$ cat config.mk
export PLATFORM = sky130hd
export DESIGN_NAME = gpd_recon
export DESIGN_NICKNAME = d
export VERILOG_FILES = /design/src/sv/gpd_pkg.sv /design/src/sv/gpd_recon.sv
export SDC_FILE = /design/constraint.sdc
export NUM_CORES = 1
export LEC_CHECK = 0
export BUFFER_PORTS_ARGS = -buffer_cell sky130_fd_sc_hd__buf_2
export CAP_MARGIN = 20
export CORE_MARGIN = 3
export CORE_UTILIZATION = 50
export CTS_CLUSTER_SIZE = 8
export DETAILED_ROUTE_END_ITERATION = 10
export GPL_ROUTABILITY_DRIVEN = 1
export PLACE_DENSITY = 0.73
export SETUP_SLACK_MARGIN = 0.05
export SKIP_LAST_GASP = 1
export SYNTH_ARGS = -nofsm -noshare
export SYNTH_HDL_FRONTEND = slang
export SYNTH_SLANG_ARGS = --single-unit
$ cat constraint.sdc
create_clock -name clk -period 14.71 [get_ports clk]
set_clock_uncertainty 0.15 [all_clocks]
set_input_delay 2.942 -clock clk [delete_from_list [all_inputs] [get_ports clk]]
set_output_delay 2.942 -clock clk [all_outputs]
set_load 0.01 [all_outputs]
$ cat src/sv/gpd_pkg.sv
package gpd_pkg;

    // configuration register indexes
    localparam logic [2:0] REG_RECT_WIDTH  = 3'd0;
    localparam logic [2:0] REG_PACKED24    = 3'd1;
    localparam logic [2:0] REG_RED_MAX     = 3'd2;
    localparam logic [2:0] REG_GREEN_MAX   = 3'd3;
    localparam logic [2:0] REG_BLUE_MAX    = 3'd4;
    localparam logic [2:0] REG_RED_SHIFT   = 3'd5;
    localparam logic [2:0] REG_GREEN_SHIFT = 3'd6;
    localparam logic [2:0] REG_BLUE_SHIFT  = 3'd7;

    localparam int unsigned NUM_CHANNELS = 3;
    localparam logic [7:0]  BYTE_MAX     = 8'hFF;

    // control of the item held in the reconstruction stage
    typedef struct packed {
        logic valid;
        logic first_row;
        logic col_zero;
        logic fwd;
    } gpd_ctl_t;

endpackage

$ cat src/sv/gpd_recon.sv
module gpd_recon #(
    parameter int MAX_WIDTH    = 2048,
    parameter int CHANNEL_BITS = 16,
    localparam int COL_W       = $clog2(MAX_WIDTH)
) (
    input  logic                               clk,
    input  logic                               rst_n,
    input  gpd_pkg::gpd_ctl_t                  s1_ctl,
    input  logic [COL_W-1:0]                   s1_col,
    input  logic [2:0][CHANNEL_BITS-1:0]       s1_res,
    input  logic [3*CHANNEL_BITS-1:0]          s1_fwd_data,
    input  logic [3*CHANNEL_BITS-1:0]          rd_data,
    input  logic                               packed24,
    input  logic [2:0][15:0]                   channel_max,
    input  logic [2:0][4:0]                    shifts,
    input  logic                               out_stall,
    output logic                               s1_adv,
    output logic                               wr_en,
    output logic [COL_W-1:0]                   wr_addr,
    output logic [3*CHANNEL_BITS-1:0]          wr_data,
    output logic                               out_valid,
    output logic [31:0]                        pixel_out
);

    localparam int CB = CHANNEL_BITS;

    logic [2:0][CB-1:0]   left_reg;
    logic [2:0][CB-1:0]   upper_left_reg;
    logic                 out_valid_reg;
    logic [31:0]          pixel_out_reg;

    logic [3*CB-1:0]      stored;
    logic [2:0][CB-1:0]   above;
    logic [2:0][CB-1:0]   maxv;
    logic [2:0][CB+1:0]   est;
    logic [2:0][CB-1:0]   clamped;
    logic [2:0][CB-1:0]   pred;
    logic [2:0][CB-1:0]   pix;
    logic [31:0]          packed_pix;

    assign s1_adv = s1_ctl.valid && !(out_valid_reg && out_stall);
    assign stored = s1_ctl.fwd ? s1_fwd_data : rd_data;

    always_comb
    begin
        packed_pix = '0;
        for (int c = 0; c < 3; c++)
        begin
            above[c] = s1_ctl.first_row ? '0 : stored[c*CB +: CB];
            maxv[c]  = packed24 ? CB'(gpd_pkg::BYTE_MAX) : channel_max[c][CB-1:0];
            est[c]   = {2'b00, above[c]} + {2'b00, left_reg[c]}
                     - {2'b00, upper_left_reg[c]};
            // gradient estimate clamped to 0..max
            if (est[c][CB+1])
            begin
                clamped[c] = '0;
            end
            else if (est[c][CB:0] > {1'b0, maxv[c]})
            begin
                clamped[c] = maxv[c];
            end
            else
            begin
                clamped[c] = est[c][CB-1:0];
            end
            pred[c]    = s1_ctl.col_zero ? above[c] : clamped[c];
            pix[c]     = (s1_res[c] + pred[c]) & maxv[c];
            packed_pix = packed_pix | (32'(pix[c]) << shifts[c]);
        end
    end

    always_ff @(posedge clk or negedge rst_n)
    begin
        if (!rst_n)
        begin
            left_reg       <= '0;
            upper_left_reg <= '0;
            out_valid_reg  <= 1'b0;
        end
        else if (s1_adv)
        begin
            left_reg       <= pix;
            upper_left_reg <= above;
            out_valid_reg  <= 1'b1;
        end
        else if (out_valid_reg && !out_stall)
        begin
            out_valid_reg  <= 1'b0;
        end
    end

    always_ff @(posedge clk)
    begin
        if (s1_adv)
        begin
            pixel_out_reg <= packed_pix;
        end
    end

    assign wr_en     = s1_adv;
    assign wr_addr   = s1_col;
    assign wr_data   = pix;
    assign out_valid = out_valid_reg;
    assign pixel_out = pixel_out_reg;

endmodule

==> results <==
- For the worst setup path, the data required time is 11.62 ns.
- The number of vias per cell is 6.27.
- The initialized floorplan defines 68 standard-cell rows.
- The worst relative slew slack is 21.2%.
- The class of the tightest hold or removal check is reg2reg.
- By area, the combinational part of the netlist is dominated by compound AO/OA/AOI/OAI gates.
- The number of antenna violations at the first check in global routing is 5.
- The TritonCTS sink count is 129.
- The area growth from synthesis to layout is 13.2%.
- The sequential share of power is 11.1%.
- The design draws 4.48 mW.
- The synthesized design contains 32 enable-type register cells.
- The share of the Yosys chip area taken by registers is 18.9%.
- The worst setup path is captured at an output pin.
- The max-slew violation total from the final report is 0.
- Setup repair after global routing could not meet its margin everywhere.
- In the finished design, the share of the clock period the worst path needs comes to 96.4%.
- The clock tree from TritonCTS is done.
- The root buffer selected by CTS is clkbuf_16.
- The type of the worst setup path is in2out.
- The cell count after synthesis came out at 2325.
- Combinational logic burns 78.7% of the power.
- The net count of the finished layout is 2976.
- The complex-gate fraction of the synthesized area is 26.3%.
- The most area-hungry cell type in the Yosys netlist is dfrtp_1.
- The maximum fanout encountered on the critical timing path is 24.
- A synthesized cell averages 7.69 µm².
- CTS built an H-tree with a depth of 4.
- The dominant register cell in the synthesized netlist is dfrtp_1.
- Yosys printed 0 warnings.
- Net switching is 53.8% of the power.
- The simple-gate share of the synthesized area is 20.0%.
- The number of buffers created by CTS is 17.
- The clock latency at the later pin of the worst-skew pair is 0.45 ns.
- The slew at the pin with the worst max-slew slack is 1.17 ns.
- The number of library cell types mapped by synthesis is 98.
- For this design, the CTS-stage hold fixing added 0 buffers.
- The post-route netlist has 18.6% of its cells at a drive strength greater than 1.
- The via count of the first global-routing pass came to 18.5k.
- Counting instances in the post-synthesis netlist gives the leading cell types as 246 x nand2_1, 236 x inv_1, 209 x o21ai_0, 162 x nor2_1, 156 x ha_1.
- In the global route stage, overall resource usage came out at 35.9%.
- The multiplexer share of the synthesized area is 7.64%.
- The post-synthesis sequential element count is 129.
- Detailed placement ended at an HPWL of 56900 µm.
- In the post-route analysis, the smallest setup slack over all paths is 0.528 ns.
- The via total after detailed routing is 18.9k.
- The overall overflow remaining after global route is 0.
- After filler insertion, the fill cell instance count of the layout stands at 3303.
- The peak clock frequency supported by timing is 0.0705 GHz.
- The post-layout minimum cycle time is 14.18 ns.
- The type of element launching the critical path is a primary input.
- Of all flip-flops after synthesis, the portion carrying an async set or reset was 75.2%.
- After detailed routing, the average wire length per cell comes to 23.4 µm.
- From left edge to right edge, the die measures 195 µm.
- Internal power comes to 2.07 mW.
- Data on the critical path arrives at its endpoint at 11.09 ns.
- VDD sags by at most 145 µV.
- In this run the power density over the cells is 221 mW/mm².
- The number of cells in the design after placement is 2978.
- The number of violations reported at the end of detailed-routing iteration 0 is 1734.
- The count of placed standard cells in the final layout, fillers left out is 3011.
- The global-route wire length before repair is 107000 µm.
- In this run, post-CTS repair resized a total of 0 instances.
- Port buffering added 297 buffers.
- The most common cell in the synthesized netlist is nand2_1.
- Summing the areas of all xor and xnor instances in the mapped netlist gives 2.69% of the synthesized area.
- The stage delay of the slowest cell on the critical path is 0.55 ns.
- The run finished with clean final reports.
- After detailed routing, the total wire length is 70500 µm.
- The post-synthesis net count is 2758.
- The area of the core is 0.0349 mm².
- The detailed-route DRC error count is 0.
- The tool flagged a number of max-cap violations equal to 0.
- The count of endpoints failing hold in the final timing report is 0.
- The vertical die dimension is 195 µm.
- Post-CTS timing repair inserted 0 buffers for setup.
- Once the floorplan was initialized, standard cells occupied 51.3% of the core.
- Setup violations remaining at the end of the flow were counted as 0.
- The net switching power figure is 2.41 mW.
- The adder-cell share of the synthesized area is 16.6%.
- In this run the remaining antenna-violating nets after routing total 0.
- After clock tree synthesis, the clock-pin slew on the worst setup and hold paths is 0.06 ns.
- Routability-driven placement finished with a final weighted congestion of 1.01.
- The clock network accounts for 10.2% of the total power.
- The die footprint is 0.0381 mm².
- The number of I/O pins is 320.
- Entering global routing, the biggest net connects 93 pins.
- The cell at the slowest stage of the critical path is or4_1.
- Prior to clock tree synthesis, the placed netlist has a worst setup slack of 0.555 ns.
- The share of the synthesized area in the top cell type is 13.6%.
- In this run the deepest clock path goes through 2 buffers.
- The mapped netlist covers 0.0179 mm².
- In the post-synthesis netlist, the biggest area contributors are dfrtp_1 14%, ha_1 11%, o21ai_0 5.8%, fa_1 5.7%, mux2i_1 5.4%.
- The final core utilization is 58.1%.
- The pre-antenna-repair detailed-routing pass consisted of 6 iterations.
- The analysis attributes to cell leakage a power of 9.68 nW.
power by group through the flow:
stage | Sequential, mW | Combinational, mW | Clock, mW
after floorplan | 0.501 | 2.46 | 0
after global routing | 0.505 | 3.87 | 0.474
final | 0.496 | 3.53 | 0.458
after global placement | 0.499 | 3.37 | 0
after CTS | 0.496 | 3.45 | 0.460
after detailed placement | 0.503 | 3.42 | 0
cell usage in the layout, fill, tap and decap left out, types with 46 or more instances in the layout:
cell	synthesis	final
buf_2	5	297
nand2_1	246	245
inv_1	236	235
o21ai_0	209	209
nor2_1	162	162
ha_1	156	156
a21oi_1	148	147
dfrtp_1	97	97
mux2i_1	96	96
or2_2	65	65
o22ai_1	55	55
fa_1	51	51
nor3_1	46	46
worst max-delay path, delay by kind of cell:
| kind | cells | cell delay (ns) |
|---|---|---|
| compound gates | 11 | 2.56 |
| buf+inv | 6 | 1.32 |
| simple gates | 9 | 2.00 |
| fa+ha+maj | 4 | 1.54 |
| xor+xnor | 2 | 0.34 |
| mux | 2 | 0.33 |
metal layers:
| metal | global-route usage, % | wire length, µm | vias up | share of wire, % |
|---|---|---|---|---|
| met4 | 18.1 | 3970 | 6 | 5.6 |
| met2 | 61.9 | 33800 | 962 | 48 |
| li1 | - | - | 8783 | - |
| met1 | 43.5 | 27700 | 8939 | 39 |
| met5 | 0 | 46 | - | 0.065 |
| met3 | 5.69 | 4920 | 198 | 7.0 |
path summary, 6_finish.rpt:
path	from	to	slack (ns)	depth (start not counted)
setup reg to reg	left_reg[1]$_DFFE_PN0P_	pixel_out[23]$_DFFE_PP_	5.29	32
hold reg to reg	left_reg[25]$_DFFE_PN0P_	left_reg[25]$_DFFE_PN0P_	0.33	2
max in group asynchronous	rst_n	left_reg[41]$_DFFE_PN0P_	10.82	2
setup / recovery	s1_ctl[0]	wr_data[31]	0.53	34
hold / removal	left_reg[25]$_DFFE_PN0P_	left_reg[25]$_DFFE_PN0P_	0.33	2
min in group asynchronous	rst_n	upper_left_reg[25]$_DFFE_PN0P_	2.33	1
stage by stage:
stage / instance area (µm²) / setup TNS (ns) / hold WS [ns]
2_1_floorplan: 17900 / 0 / 0.299
3_3_place_gp: 19600 / 0 / 0.312
3_5_place_dp: 19600 / 0 / 0.320
4_1_cts: 20200 / 0 / 0.333
5_1_grt: 20300 / -0.0911 / 0.363
6_report: 20300 / 0 / 0.327
cell families after synthesis:
logic type               count (synthesis)
AO/OA/AOI/OAI                          715
XOR/XNOR                                54
AND/OR/NAND/NOR                        738
adder cells (fa/ha/maj)                207
multiplexers                           122
buffers and inverters                  360
flip-flops                             129
cell type report:
| type | instances | area, µm² | area share (%) |
|---|---|---|---|
| inverters | 241 | 905 | 4.47 |
| well taps | 455 | 569 | 2.81 |
| multi-input cells | 1836 | 13100 | 64.8 |
| clock inverters | 9 | 131 | 0.649 |
| repair buffers | 318 | 1660 | 8.18 |
| flip-flops and latches | 129 | 3390 | 16.7 |
| diodes | 1 | 2.50 | 0.0124 |
| clock buffers | 22 | 474 | 2.34 |
(Power assumes the default switching activity.)
