[src/sv/gpd_pkg.sv]
package gpd_pkg;

    // configuration register indexes
    localparam logic [2:0] REG_RECT_WIDTH  = 3'd0;
    localparam logic [2:0] REG_PACKED24    = 3'd1;
    localparam logic [2:0] REG_RED_MAX     = 3'd2;
    localparam logic [2:0] REG_GREEN_MAX   = 3'd3;
    localparam logic [2:0] REG_BLUE_MAX    = 3'd4;
    localparam logic [2:0] REG_RED_SHIFT   = 3'd5;
    localparam logic [2:0] REG_GREEN_SHIFT = 3'd6;
    localparam logic [2:0] REG_BLUE_SHIFT  = 3'd7;

    localparam int unsigned NUM_CHANNELS = 3;
    localparam logic [7:0]  BYTE_MAX     = 8'hFF;

    // control of the item held in the reconstruction stage
    typedef struct packed {
        logic valid;
        logic first_row;
        logic col_zero;
        logic fwd;
    } gpd_ctl_t;

endpackage

[src/sv/gpd_fetch.sv]
module gpd_fetch #(
    parameter int MAX_WIDTH    = 2048,
    parameter int CHANNEL_BITS = 16,
    localparam int COL_W       = $clog2(MAX_WIDTH),
    localparam int CW          = (COL_W + 1 > 12) ? COL_W + 1 : 12
) (
    input  logic                               clk,
    input  logic                               rst_n,
    input  logic                               in_valid,
    output logic                               in_stall,
    input  logic [31:0]                        residual_pixel,
    input  logic                               start_rect,
    input  logic [11:0]                        rect_width,
    input  logic                               packed24,
    input  logic [2:0][4:0]                    shifts,
    input  logic                               s1_adv,
    input  logic                               wr_en,
    input  logic [COL_W-1:0]                   wr_addr,
    input  logic [3*CHANNEL_BITS-1:0]          wr_data,
    output logic                               rd_en,
    output logic [COL_W-1:0]                   rd_addr,
    output gpd_pkg::gpd_ctl_t                  s1_ctl,
    output logic [COL_W-1:0]                   s1_col,
    output logic [2:0][CHANNEL_BITS-1:0]       s1_res,
    output logic [3*CHANNEL_BITS-1:0]          s1_fwd_data
);

    logic [COL_W-1:0]                 column_reg;
    logic                             first_row_reg;
    logic                             s1_valid_reg;
    logic                             s1_first_reg;
    logic                             s1_fwd_reg;
    logic [COL_W-1:0]                 s1_col_reg;
    logic [2:0][CHANNEL_BITS-1:0]     s1_res_reg;
    logic [3*CHANNEL_BITS-1:0]        s1_fwd_data_reg;

    logic                             accept;
    logic [COL_W-1:0]                 cur_col;
    logic                             cur_first;
    logic [COL_W:0]                   next_col;
    logic                             end_row;
    logic [2:0][CHANNEL_BITS-1:0]     res;
    logic [2:0][31:0]                 shifted;

    assign in_stall  = s1_valid_reg && !s1_adv;
    assign accept    = in_valid && !in_stall;
    assign cur_col   = start_rect ? '0 : column_reg;
    assign cur_first = start_rect || first_row_reg;
    assign next_col  = {1'b0, cur_col} + (COL_W+1)'(1);
    // row ends at the configured width, or at the store depth for wider settings
    assign end_row   = (CW'(next_col) >= CW'(rect_width))
                    || (next_col == (COL_W+1)'(MAX_WIDTH));

    always_comb
    begin
        for (int c = 0; c < 3; c++)
        begin
            shifted[c] = residual_pixel >> shifts[c];
            if (packed24)
            begin
                res[c] = CHANNEL_BITS'(residual_pixel[8*c +: 8]);
            end
            else
            begin
                res[c] = shifted[c][CHANNEL_BITS-1:0];
            end
        end
    end

    always_ff @(posedge clk or negedge rst_n)
    begin
        if (!rst_n)
        begin
            column_reg    <= '0;
            first_row_reg <= 1'b1;
            s1_valid_reg  <= 1'b0;
        end
        else if (accept)
        begin
            column_reg    <= end_row ? '0 : next_col[COL_W-1:0];
            first_row_reg <= end_row ? 1'b0 : cur_first;
            s1_valid_reg  <= 1'b1;
        end
        else if (s1_adv)
        begin
            s1_valid_reg  <= 1'b0;
        end
    end

    // payload of the stage; the row entry written in the same cycle is caught here
    always_ff @(posedge clk)
    begin
        if (accept)
        begin
            s1_first_reg    <= cur_first;
            s1_col_reg      <= cur_col;
            s1_res_reg      <= res;
            s1_fwd_reg      <= wr_en && (wr_addr == cur_col);
            s1_fwd_data_reg <= wr_data;
        end
    end

    assign rd_en       = accept;
    assign rd_addr     = cur_col;

    assign s1_ctl.valid     = s1_valid_reg;
    assign s1_ctl.first_row = s1_first_reg;
    assign s1_ctl.col_zero  = (s1_col_reg == '0);
    assign s1_ctl.fwd       = s1_fwd_reg;
    assign s1_col           = s1_col_reg;
    assign s1_res           = s1_res_reg;
    assign s1_fwd_data      = s1_fwd_data_reg;

endmodule

[config.mk]
export PLATFORM = sky130hd
export DESIGN_NAME = gpd_fetch
export DESIGN_NICKNAME = d
export VERILOG_FILES = /design/src/sv/gpd_pkg.sv /design/src/sv/gpd_fetch.sv
export SDC_FILE = /design/constraint.sdc
export NUM_CORES = 1
export LEC_CHECK = 0
export BUFFER_PORTS_ARGS = -buffer_cell sky130_fd_sc_hd__buf_4
export CAP_MARGIN = 0
export CORE_ASPECT_RATIO = 1.25
export CORE_UTILIZATION = 50
export DETAILED_ROUTE_END_ITERATION = 8
export MAX_ROUTING_LAYER = met4
export PLACE_DENSITY = 0.82
export SLEW_MARGIN = 10
export SYNTH_ARGS = -nofsm -noshare
export SYNTH_HDL_FRONTEND = slang
export SYNTH_SLANG_ARGS = --single-unit
[constraint.sdc]
create_clock -name clk -period 3.8 [get_ports clk]
set_input_delay 0 -clock clk [delete_from_list [all_inputs] [get_ports clk]]
set_output_delay 0 -clock clk [all_outputs]
set_load 0.02 [all_outputs]
==> flow_metrics.py <==
metrics = {
    "status": {
        "outcome": "completed",
    },
    "grt": {
        "via_count_of_the_first_global_routing_pass": 8431,
        "grt_use_total_pct": 30.2,
        "wire_length_of_the_first_global_routing_pass_um": 45200,
        "grt_max_degree": 64,
        "global_route.overflow_total": 0,
        "initial_antenna_violation_count": 0,
    },
    "sta": {
        "fin_crit_sh_pct": 87.7,
        "fmaxAchievable_ghz": 0.300,
        "final_period_minus_worst_setup_slack_ns": 3.33,
        "final-max-slew-violation-count": 0,
        "fin_skew_ns": 0.0137,
        "tightest_slew_ns": 0.817,
        "report.final.hold_viol_count": 0,
        "timing.max_slew.rel_slack_pct": 44.1,
        "timing.setup.tns_ns": 0,
        "setup_viol_count_final": 0,
        "rsz0062_at_grt": "false",
    },
    "cells_and_area": {
        "area_delta_synth_final_pct": 29.1,
        "share_of_post_route_cells_with_drive_strength_above_1_pct": 30.1,
        "layout.cells.most_common_list": "249 x sky130_fd_sc_hd__buf_4, 144 x sky130_fd_sc_hd__mux2i_1, 109 x sky130_fd_sc_hd__edfxtp_1",
        "diodes": 0,
        "final_common_cell": "sky130_fd_sc_hd__buf_4",
        "fillers": 1476,
        "final_nets": 1294,
    },
    "worst_setup_path": {
        "worstSetupStartpointType": "flop",
        "path_delay_family": "simple AND/OR/NAND/NOR gates",
        "worstPathCellList": "nor2b_1 -> ha_1 -> and3_1 -> and3_1 -> and3_1 -> xor2_1 -> ha_1 -> a21o_1 -> a21o_1 -> a21o_1 -> a31oi_1 -> and2_1 -> a32o_1",
        "cpPeakStageDelay_ns": 0.41,
        "worstSetupEndpointType": "flop",
        "worst-endpoint-arrival_ns": 3.68,
        "cp_num_buf_inv": 0,
        "required_ns": 4.15,
        "kind_of_critical_path": "reg2reg",
        "crit_slowest_cell": "sky130_fd_sc_hd__dfrtp_1",
        "path_max_fanout": 8,
    },
    "route": {
        "drtPass1Iterations": 5,
        "drt_iter0_drc": 834,
        "post_drt_wl_per_cell_um": 20.8,
        "postRouteWirelength_um": 29700,
        "remaining_drc_errors": 0,
        "detailed_route_vias_per_instance": 6.20,
        "detail-route-antenna-nets": 0,
        "vias": 8855,
    },
    "floorplan": {
        "pin_count": 249,
        "core-area_um2": 19000,
        "floorplan.initialDensity_pct": 51.6,
        "design.die.area_um2": 20100,
        "die_w_um": 127,
        "std_cell_rows": 56,
        "vertical_extent_of_the_die_um": 158,
    },
    "clock_tree": {
        "clock-root-buffer": "sky130_fd_sc_hd__clkbuf_16",
        "max-clock-path-buffers": 2,
        "cts_tree": "yes",
        "post-cts-setup-buffers": 0,
        "cts_sinks": 122,
        "numCtsBuffers": 17,
        "cts.clk_slew.worst_paths_ns": 0.06,
        "clock_insertion_delay_worst_skew_ns": 0.42,
        "ctsHtreeMaxLevel": 4,
    },
    "logic_synthesis": {
        "synth_top_area_share_pct": 33.4,
        "yosys_warnings": 0,
        "postSynthCellCount": 936,
        "synthesis.area_per_instance_um2": 10.5,
        "ys_seq_area_share_pct": 36.8,
        "edff_count_synth": 109,
        "postSynthRegisterBits": 122,
        "synth_largest_area_cell": "sky130_fd_sc_hd__edfxtp_1",
        "netlist-cell-type-count": 66,
        "yosys-top-cells-area": "sky130_fd_sc_hd__edfxtp_1 33%, sky130_fd_sc_hd__mux2i_1 15%, sky130_fd_sc_hd__mux4_2 12%",
        "nets_in_the_synthesized_netlist": 1075,
        "synthesis.area_um2": 9790,
        "dominant_register_cell_in_the_synthesized_netlist": "sky130_fd_sc_hd__edfxtp_1",
        "async_reset_ff_share_pct": 10.7,
    },
    "place": {
        "dp_hpwl_um": 19600,
        "place_congestion": 0.936,
        "numPortBuffers": 248,
    },
    "hold_path": {
        "timing.hold.worst.class": "in2reg",
    },
    "pwr": {
        "leakagePower_nw": 5.40,
        "peakVddDrop_uv": 297,
        "pwr_density_cell_nw_per_um2": 352,
        "total_power_mw": 4.45,
    },
    "job": {
        "total_of_max_cap_violations": 0,
    },
}
-- layout make-up --
cell class	count	area, um^2	area share (%)
Multi-Input combinational cell	671	5520	43.7
Sequential cell	122	3600	28.5
Timing Repair Buffer	308	2470	19.5
Clock buffer	18	429	3.39
Tap cell	261	327	2.58
Clock inverter	14	163	1.29
Inverter	35	134	1.06
-- final timing paths --
| kind | end | depth (start not counted) | slack, ns | start |
|---|---|---|---|---|
| worst max-delay path | column_reg[1] | 13 | 0.47 | column_reg[1] |
| worst min-delay path | s1_fwd_reg | 4 | 0.04 | wr_addr[7] |
| worst max register to register | column_reg[1] | 13 | 0.47 | column_reg[1] |
| worst min register to register | first_row_reg | 2 | 0.54 | first_row_reg |
| max in group asynchronous | column_reg[1] | 3 | 2.73 | rst_n |
| min in group asynchronous | first_row_reg | 2 | 0.07 | rst_n |
-- cell families (layout without fill, tap and decap cells) --
kind of cell	Yosys count	in the layout	share of synthesized area, %
mux	213	213	29.1
simple gates	223	223	10.6
buf+inv	143	375	6.84
compound gates	210	210	13.9
fa+ha+maj	14	14	1.79
xor+xnor	11	11	0.984
flops	122	122	36.8
-- synthesized netlist by cell type, types with 9 or more instances --
| cell type | count |
|---|---|
| sky130_fd_sc_hd__mux2i_1 | 144 |
| sky130_fd_sc_hd__edfxtp_1 | 109 |
| sky130_fd_sc_hd__nand2_1 | 87 |
| sky130_fd_sc_hd__clkbuf_1 | 60 |
| sky130_fd_sc_hd__mux4_2 | 53 |
| sky130_fd_sc_hd__nor2_1 | 50 |
| sky130_fd_sc_hd__a21oi_1 | 49 |
| sky130_fd_sc_hd__o21ai_0 | 45 |
| sky130_fd_sc_hd__inv_1 | 34 |
| sky130_fd_sc_hd__buf_2 | 22 |
| sky130_fd_sc_hd__nand3_1 | 17 |
| sky130_fd_sc_hd__a211oi_1 | 16 |
| sky130_fd_sc_hd__buf_4 | 16 |
| sky130_fd_sc_hd__ha_1 | 14 |
| sky130_fd_sc_hd__mux2_2 | 14 |
| sky130_fd_sc_hd__o22ai_1 | 14 |
| sky130_fd_sc_hd__dfrtp_1 | 12 |
| sky130_fd_sc_hd__nor2b_1 | 12 |
| sky130_fd_sc_hd__and3_1 | 11 |
| sky130_fd_sc_hd__and2_1 | 10 |
| sky130_fd_sc_hd__nor3_1 | 9 |
| sky130_fd_sc_hd__o211ai_1 | 9 |
| sky130_fd_sc_hd__o21ai_1 | 9 |
-- metrics by stage --
step | cell area, um^2 | utilization, % | cells | setup slack, ns | hold slack (ns)
2_1_floorplan | 9790 | - | 936 | 0.259 | -0.296
3_3_place_gp | 11500 | 60.4 | 1339 | 0.637 | -0.144
3_5_place_dp | 11500 | 60.4 | 1339 | 0.523 | -0.140
4_1_cts | 12600 | 66.6 | 1429 | 0.497 | 0.0113
5_1_grt | 12600 | 66.6 | 1429 | 0.238 | 0.0477
6_report | 12600 | 66.6 | 1429 | 0.466 | 0.0445
-- per-layer routing --
| metal | up-vias | track usage, % | wire length (um) |
|---|---|---|---|
| li1 | 4009 | - | - |
| met1 | 4177 | 34.9 | 10900 |
| met2 | 594 | 51.7 | 15200 |
| met3 | 75 | 5.24 | 2640 |
| met4 | 0 | 13.7 | 949 |
| met5 | - | - | 0 |
-- timing repair --
item                                   4_1_cts  5_1_grt
hold buffers                                58        0
resized for setup                            0        0
endpoints found under the hold margin       69        0
-- tightest hold or removal path, delay by kind of cell --
family / cells / cell delay (ns)
buf+inv: 1 / 0.09
compound gates: 1 / 0.07
simple gates: 2 / 0.14
-- report_power, final --
part / internal [mW] / switching (mW)
Sequential: 1.57 / 0.0334
Clock: 0.982 / 0.638
Combinational: 0.540 / 0.682
Total: 3.09 / 1.35
No activity file was read; power rests on OpenSTA's default activity.
